### src/polar_track_derivatives_assert.svh
// Assertion macros for the track-derivative block.
`ifndef POLAR_TRACK_DERIVATIVES_ASSERT_SVH
`define POLAR_TRACK_DERIVATIVES_ASSERT_SVH

// Implication checked on every clock edge outside reset.
`define PTD_ASSERT_IMP(label, ante, cons) \
    label: assert property (@(posedge clk) disable iff (!rst_n) (ante) |-> (cons)) \
        else $error("assertion failed");

// Next-cycle implication checked outside reset.
`define PTD_ASSERT_NEXT(label, ante, cons) \
    label: assert property (@(posedge clk) disable iff (!rst_n) (ante) |=> (cons)) \
        else $error("assertion failed");

`endif

### src/ptd_pkg.sv
`timescale 1ns / 1ps
package ptd_pkg;
    localparam int ROTATION_STEPS = 16;
    localparam int ATAN_ENTRIES = 24;
    localparam int CORDIC_STEPS = (ROTATION_STEPS < ATAN_ENTRIES) ? ROTATION_STEPS
                                                                  : ATAN_ENTRIES;
    localparam int STEP_W = 5;
    localparam int VW = 40;
    localparam int AW = 20;
    localparam logic signed [AW-1:0] PI_Q16 = 20'sd205887;
    localparam logic signed [AW-1:0] HALF_PI_Q16 = 20'sd102944;
    localparam logic [19:0] GAIN_Q20 = 20'd636751;
    localparam logic signed [25:0] POS_MAX = 26'sh1FFFFFF;
    localparam logic signed [25:0] POS_MIN = -26'sh2000000;
    localparam int DIV_W = 84;
    localparam int DEN_W = 64;

    typedef enum logic [2:0] {
        ST_IDLE, ST_ROT, ST_GAIN, ST_DIFF, ST_DIV, ST_DONE
    } state_t;

    typedef struct packed {
        logic start;
        logic [DIV_W-1:0] num;
        logic [DEN_W-1:0] den;
    } div_req_t;

    function automatic logic signed [AW-1:0] atan_lut(input logic [STEP_W-1:0] i);
        logic signed [AW-1:0] r;
        r = '0;
        unique case (i)
            5'd0: r = 20'sd51472;
            5'd1: r = 20'sd30386;
            5'd2: r = 20'sd16055;
            5'd3: r = 20'sd8150;
            5'd4: r = 20'sd4091;
            5'd5: r = 20'sd2047;
            5'd6: r = 20'sd1024;
            5'd7: r = 20'sd512;
            5'd8: r = 20'sd256;
            5'd9: r = 20'sd128;
            5'd10: r = 20'sd64;
            5'd11: r = 20'sd32;
            5'd12: r = 20'sd16;
            5'd13: r = 20'sd8;
            5'd14: r = 20'sd4;
            5'd15: r = 20'sd2;
            5'd16: r = 20'sd1;
            default: r = '0;
        endcase
        return r;
    endfunction
endpackage

### src/ptd_divider.sv
`timescale 1ns / 1ps
module ptd_divider
    import ptd_pkg::*;
(
    input  logic              clk,
    input  logic              rst_n,
    input  div_req_t          req,
    output logic              busy,
    output logic [DIV_W-1:0]  quot
);
    logic [DIV_W-1:0] q_reg, q_next;
    logic [DEN_W:0]   r_reg, r_next;
    logic [DEN_W-1:0] d_reg;
    logic [6:0]       cnt_reg, cnt_next;
    logic [DEN_W+1:0] trial;
    logic [DEN_W:0]   shifted;

    always_comb
    begin
        shifted = {r_reg[DEN_W-1:0], q_reg[DIV_W-1]};
        trial   = {1'b0, shifted} - {2'b00, d_reg};
        q_next  = q_reg;
        r_next  = r_reg;
        cnt_next = cnt_reg;
        if (req.start)
        begin
            q_next = req.num;
            r_next = '0;
            cnt_next = 7'(DIV_W);
        end
        else if (cnt_reg != '0)
        begin
            cnt_next = cnt_reg - 7'd1;
            if (!trial[DEN_W+1])
            begin
                r_next = trial[DEN_W:0];
                q_next = {q_reg[DIV_W-2:0], 1'b1};
            end
            else
            begin
                r_next = shifted;
                q_next = {q_reg[DIV_W-2:0], 1'b0};
            end
        end
    end

    always_ff @(posedge clk or negedge rst_n)
    begin
        if (!rst_n)
            cnt_reg <= '0;
        else
            cnt_reg <= cnt_next;
    end

    always_ff @(posedge clk)
    begin
        q_reg <= q_next;
        r_reg <= r_next;
        if (req.start)
            d_reg <= req.den;
    end

    assign busy = (cnt_reg != '0);
    assign quot = q_reg;
endmodule

### config.mk
export PLATFORM = sky130hd
export DESIGN_NAME = ptd_divider
export DESIGN_NICKNAME = d
export VERILOG_FILES = /design/src/polar_track_derivatives_assert.svh /design/src/ptd_pkg.sv /design/src/ptd_divider.sv
export SDC_FILE = /design/constraint.sdc
export NUM_CORES = 1
export LEC_CHECK = 0
export BUFFER_PORTS_ARGS = -buffer_cell sky130_fd_sc_hd__buf_2
export CAP_MARGIN = 30
export CORE_AREA = 2 2 163 165
export DETAILED_ROUTE_END_ITERATION = 8
export DIE_AREA = 0 0 165 167
export GPL_TIMING_DRIVEN = 0
export HOLD_SLACK_MARGIN = 0.03
export PLACE_DENSITY = 0.72
export SLEW_MARGIN = 20
export SYNTH_ARGS = -nofsm -noshare
export SYNTH_HDL_FRONTEND = slang
export SYNTH_SLANG_ARGS = --single-unit
### constraint.sdc
create_clock -name clk -period 6.9 [get_ports clk]
set_input_delay 1.035 -clock clk [delete_from_list [all_inputs] [get_ports clk]]
set_output_delay 1.035 -clock clk [all_outputs]
set_load 0.02 [all_outputs]
; ---- Yosys cells after proc, flatten, opt, wreduce, memory -nomap -nowiden
; Cells that the tools add are included.
[classes]
addsub = 2
mul = 0
n_div = 0
magnitude_cmp = 0
n_eq_ne = 0
shifts = 0
mux = 6
n_bitwise = 0
reduce_logical = 2
[op_table]
columns = op, count
row1 = 2-to-1 mux 84 bit, 2
row2 = subtractor 65 x 64 -> 66 bit, 1
row3 = 2-to-1 mux 64 bit, 1
row4 = 2-to-1 mux 7 bit, 2
row5 = nonzero test 7 bit, 1
row6 = "subtractor 7 x 1 -> 7 bit, second input constant", 1
row7 = nonzero test 2 bit, 1
row8 = 2-to-1 mux 1 bit, 1
[word_totals]
regBits = 219
latchBits = 0
ram_bits = 0
rom_bits = 0
in_bits = 151
out_inout_bits = 85
wordCells = 14
memories = 0

; ---- Depth between registers and ports, before layout
[depth]
word_depth = 4
mapped_depth = 15
mapped_depth_nobuf = 13

; ---- Worst setup path before layout
; OpenSTA, ideal clock, no wires.
[synth_timing]
kind = reg-to-reg
from = register cnt_reg[0]
to = register q_reg[0] (netlist: quot[0]) (enable)
t_arrival_ns = 3.345
required_time_ns = 6.077
slack_ns = 2.733
path_stages_with_launch = 9
n_path_buf = 2
cell_sequence = dfrtp_1 > inv_1 > ha_1 > nand2b_1 > or4_1 > nor2_1 > clkbuf_1 > buf_1 > nand2_1
[synth_via]
elab_chain_len = 2
[synth_lines]
columns = element, line_no
row1 = start: declaration, ptd_divider.sv:14  ; logic [6:0] cnt_reg, cnt_next;
row2 = start signal: assignment, ptd_divider.sv:52  ; cnt_reg <= cnt_next;
row3 = nonzero test 7 bit, ptd_divider.sv:31  ; else if (cnt_reg != '0)
row4 = nonzero test 2 bit (no line), n/a
row5 = end signal: assignment, ptd_divider.sv:57  ; q_reg <= q_next;
row6 = end: declaration, ptd_divider.sv:11  ; logic [DIV_W-1:0] q_reg, q_next;
; Every way passes these cells.
; A chain may end at the register's enable or synchronous reset.

; ---- Worst setup path after layout
[layout_timing]
from = register cnt_reg[0]
to = output busy
[layout_via]
elab_chain_len = 1
[layout_lines]
columns = element, line_no
row1 = nonzero test 7 bit, ptd_divider.sv:63  ; assign busy = (cnt_reg != '0);
row2 = end: declaration, ptd_divider.sv:8  ; output logic busy,
; Every way passes these cells.

==> out/results.tsv <==
metric	value	unit
later-pin clock latency in the skew report	0.55	ns
max reg flops	84	
Top cell by count, worst path	inv_1	
drt total wl	37.17	mm
ordered cell list for the critical path	inv_1 -> ha_1 -> nand2b_1 -> or4_1 -> nor2_1 -> inv_1 -> clkbuf_1 -> buf_1 -> buf_2	
initial drt markers	851	
total number of vias	10950	
setup violators final	0	
# resized after CTS	0	
CTS Buf Count	26	
most common cell after layout, fill and taps aside	buf_2	
pin count of the biggest net entering global routing	66	
Setup crit end kind	primary output	
post-route clock skew	0.01628	ns
P&R area growth vs syn	19.55	%
Setup CP Type	register to primary output	
DR vias/cell	5.740	
Hold Buf Count CTS	0	
Syn Std Cell Area	12770	sq um
grt ovf	0	
initial core utilization	0.4958	
post-synthesis sequential area ratio	0.4619	
clock slew at reported path FFs	0.06	ns
number of I/O pins	236	
Worst path slowest cell	or4_1	
Power Total	5.832	mW
Synth Register Bits	219	
Avg Cell Area, Syn	9.911	sq um
Synth top area share	0.3479	
first-pass GRT wire length	57.83	mm
Lkg Pwr	6.750	nW
GRT Util Overall	0.2672	
Power per Cell Area	381.9	nW/um^2
max-slew violations	0	
Tmin final	4.419	ns
PortBufs	235	
status	finished clean	
routed len/inst	19.48	microns
WHS	0.3050	ns
Max Buffers Root-to-Sink	3	
hpwl dp	27.92	mm
Slew @ Worst Pin	0.8400	ns
Setup Fix Bufs, Post-CTS	0	
initial antenna violation count	4	
Die Ht	167	microns
cell row count	59	
synth top area cells	edfxtp_1 35%, dfxtp_1 10%, mux2_2 7.4%	
CTS tree	done	
Peak VDD IR	0.2353	mV
GPL Wtd Cong	0.9453	
clk sinks	219	
crit path max fanout	10	
post-synth cell types	72	
worst hold path type	primary input to asynchronous set/reset pin	
Die W	165	microns
Initial DRT Pass Iterations	5	
most frequent cells in the layout	255 x buf_2, 148 x edfxtp_1, 143 x nand2_1	
RSZ-0062 raised after global routing	no	
WP data required	5.86	ns
DRT antenna net count	0	
reg2reg path depth	13	
H-tree depth	1	
Primary FF master, synth	edfxtp_1	
Post-Synthesis Cells	1289	
critical path's largest stage delay	0.43	ns
EDFF count, synth	148	
yosys warns	0	
vias in the first global route	10880	
Final Util	0.5928	
fin crit share	0.6405	
share of layout cells above drive strength 1	0.2545	
Final Hold Viols	0	
DRC violations left	0	
max_cap viols	0	
FF-to-FF setup slack	2.56	ns
CORE AREA	25760	sq um
die area	27560	sq um
setup TNS	0	ns
Post-Syn Nets	1506	
root buffer cell	clkbuf_16	
Slew HR	0.4400	
Data arrival, critical path	3.38	ns
Nets	1770	
post-synth top area cell	edfxtp_1	
f_max	226.3	MHz
Post-synth ARST share	0.03196	
Setup crit start kind	register	
-- critical path: cells and delay by family (launching register included) --
kind,cells,cell delay (ns)
buffers and inverters,5,1.32
adders and majority gates,1,0.19
DFF,1,0.37
and+or+nand+nor,3,0.94
-- per-stage QoR --
step	setup slack, ns	std cells	area, sq um
floorplan	2.733	1289	12770
global placement	0.9498	1859	14370
detailed placement	2.763	1860	14410
CTS	2.559	1907	15270
global route	2.348	1908	15270
finish	2.481	1908	15270
-- area by class of cell --
class                   count  area, sq um
plain buffers              76        311.5
fillers                  2266        10490
repair buffers            236         1206
clock inverters            18        200.2
multi-input cells         911         6259
well taps                 335        419.2
diodes                      1        2.502
inverters                  83        311.5
flip-flops and latches    219         5901
clock buffers              29        661.9
-- power breakdown --
group	switching, mW	total [mW]	internal [mW]	leakage, nW
combinational	1.60	2.59	0.992	4.22
clock	0.579	1.39	0.808	0.404
sequential	0.192	1.86	1.67	2.13
-- synthesized netlist by cell type (all sizes together) (4+ instances only) --
| master | number |
|---|---|
| xor2 | 21 |
| o211ai | 12 |
| o21a | 9 |
| and3 | 5 |
| inv | 82 |
| a31oi | 12 |
| nor2b | 5 |
| or4 | 5 |
| nand3 | 23 |
| nor4 | 11 |
| mux2i | 4 |
| a21o | 38 |
| o31a | 4 |
| xnor2 | 30 |
| and4 | 5 |
| a21boi | 5 |
| edfxtp | 148 |
| nand2 | 145 |
| a211oi | 29 |
| a311oi | 39 |
| or2 | 4 |
| nor3 | 20 |
| ha | 65 |
| dfrtp | 7 |
| buf | 30 |
| o31ai | 6 |
| nor2 | 111 |
| or3 | 8 |
| a211o | 5 |
| mux2 | 84 |
| nand4 | 20 |
| nand2b | 7 |
| o21ai | 53 |
| clkbuf | 46 |
| dfxtp | 64 |
| a21oi | 81 |
| o21bai | 8 |
| a2111oi | 5 |
-- cell families after synthesis --
| group | count (synthesis) | synth area share |
|---|---|---|
| mux | 88 | 0.07718 |
| fa+ha+maj | 66 | 0.06523 |
| flops | 219 | 0.4619 |
| simple gates | 376 | 0.1337 |
| compound gates | 330 | 0.1783 |
| buf+inv | 159 | 0.04878 |
| xor+xnor | 51 | 0.03497 |
-- final timing paths --
| kind | to | from |
|---|---|---|
| max reg2reg | r_reg[61]$_SDFFE_PP0P_ | d_reg[1]$_DFFE_PP_ |
| max | busy | cnt_reg[0]$_DFFE_PN0P_ |
| min reg2reg | r_reg[1]$_SDFFE_PP0P_ | r_reg[1]$_SDFFE_PP0P_ |
| min in group clk | r_reg[1]$_SDFFE_PP0P_ | r_reg[1]$_SDFFE_PP0P_ |
| min | cnt_reg[5]$_DFFE_PN0P_ | rst_n |
| max in group asynchronous | cnt_reg[1]$_DFFE_PN0P_ | rst_n |
-- per-layer routing --
metal,track usage,part of all wire
met5,0,0.00030
met4,0.08280,0.033
met3,0.06775,0.079
met2,0.4554,0.48
met1,0.3305,0.41
Note: power is estimated with default switching activity, not from simulation.
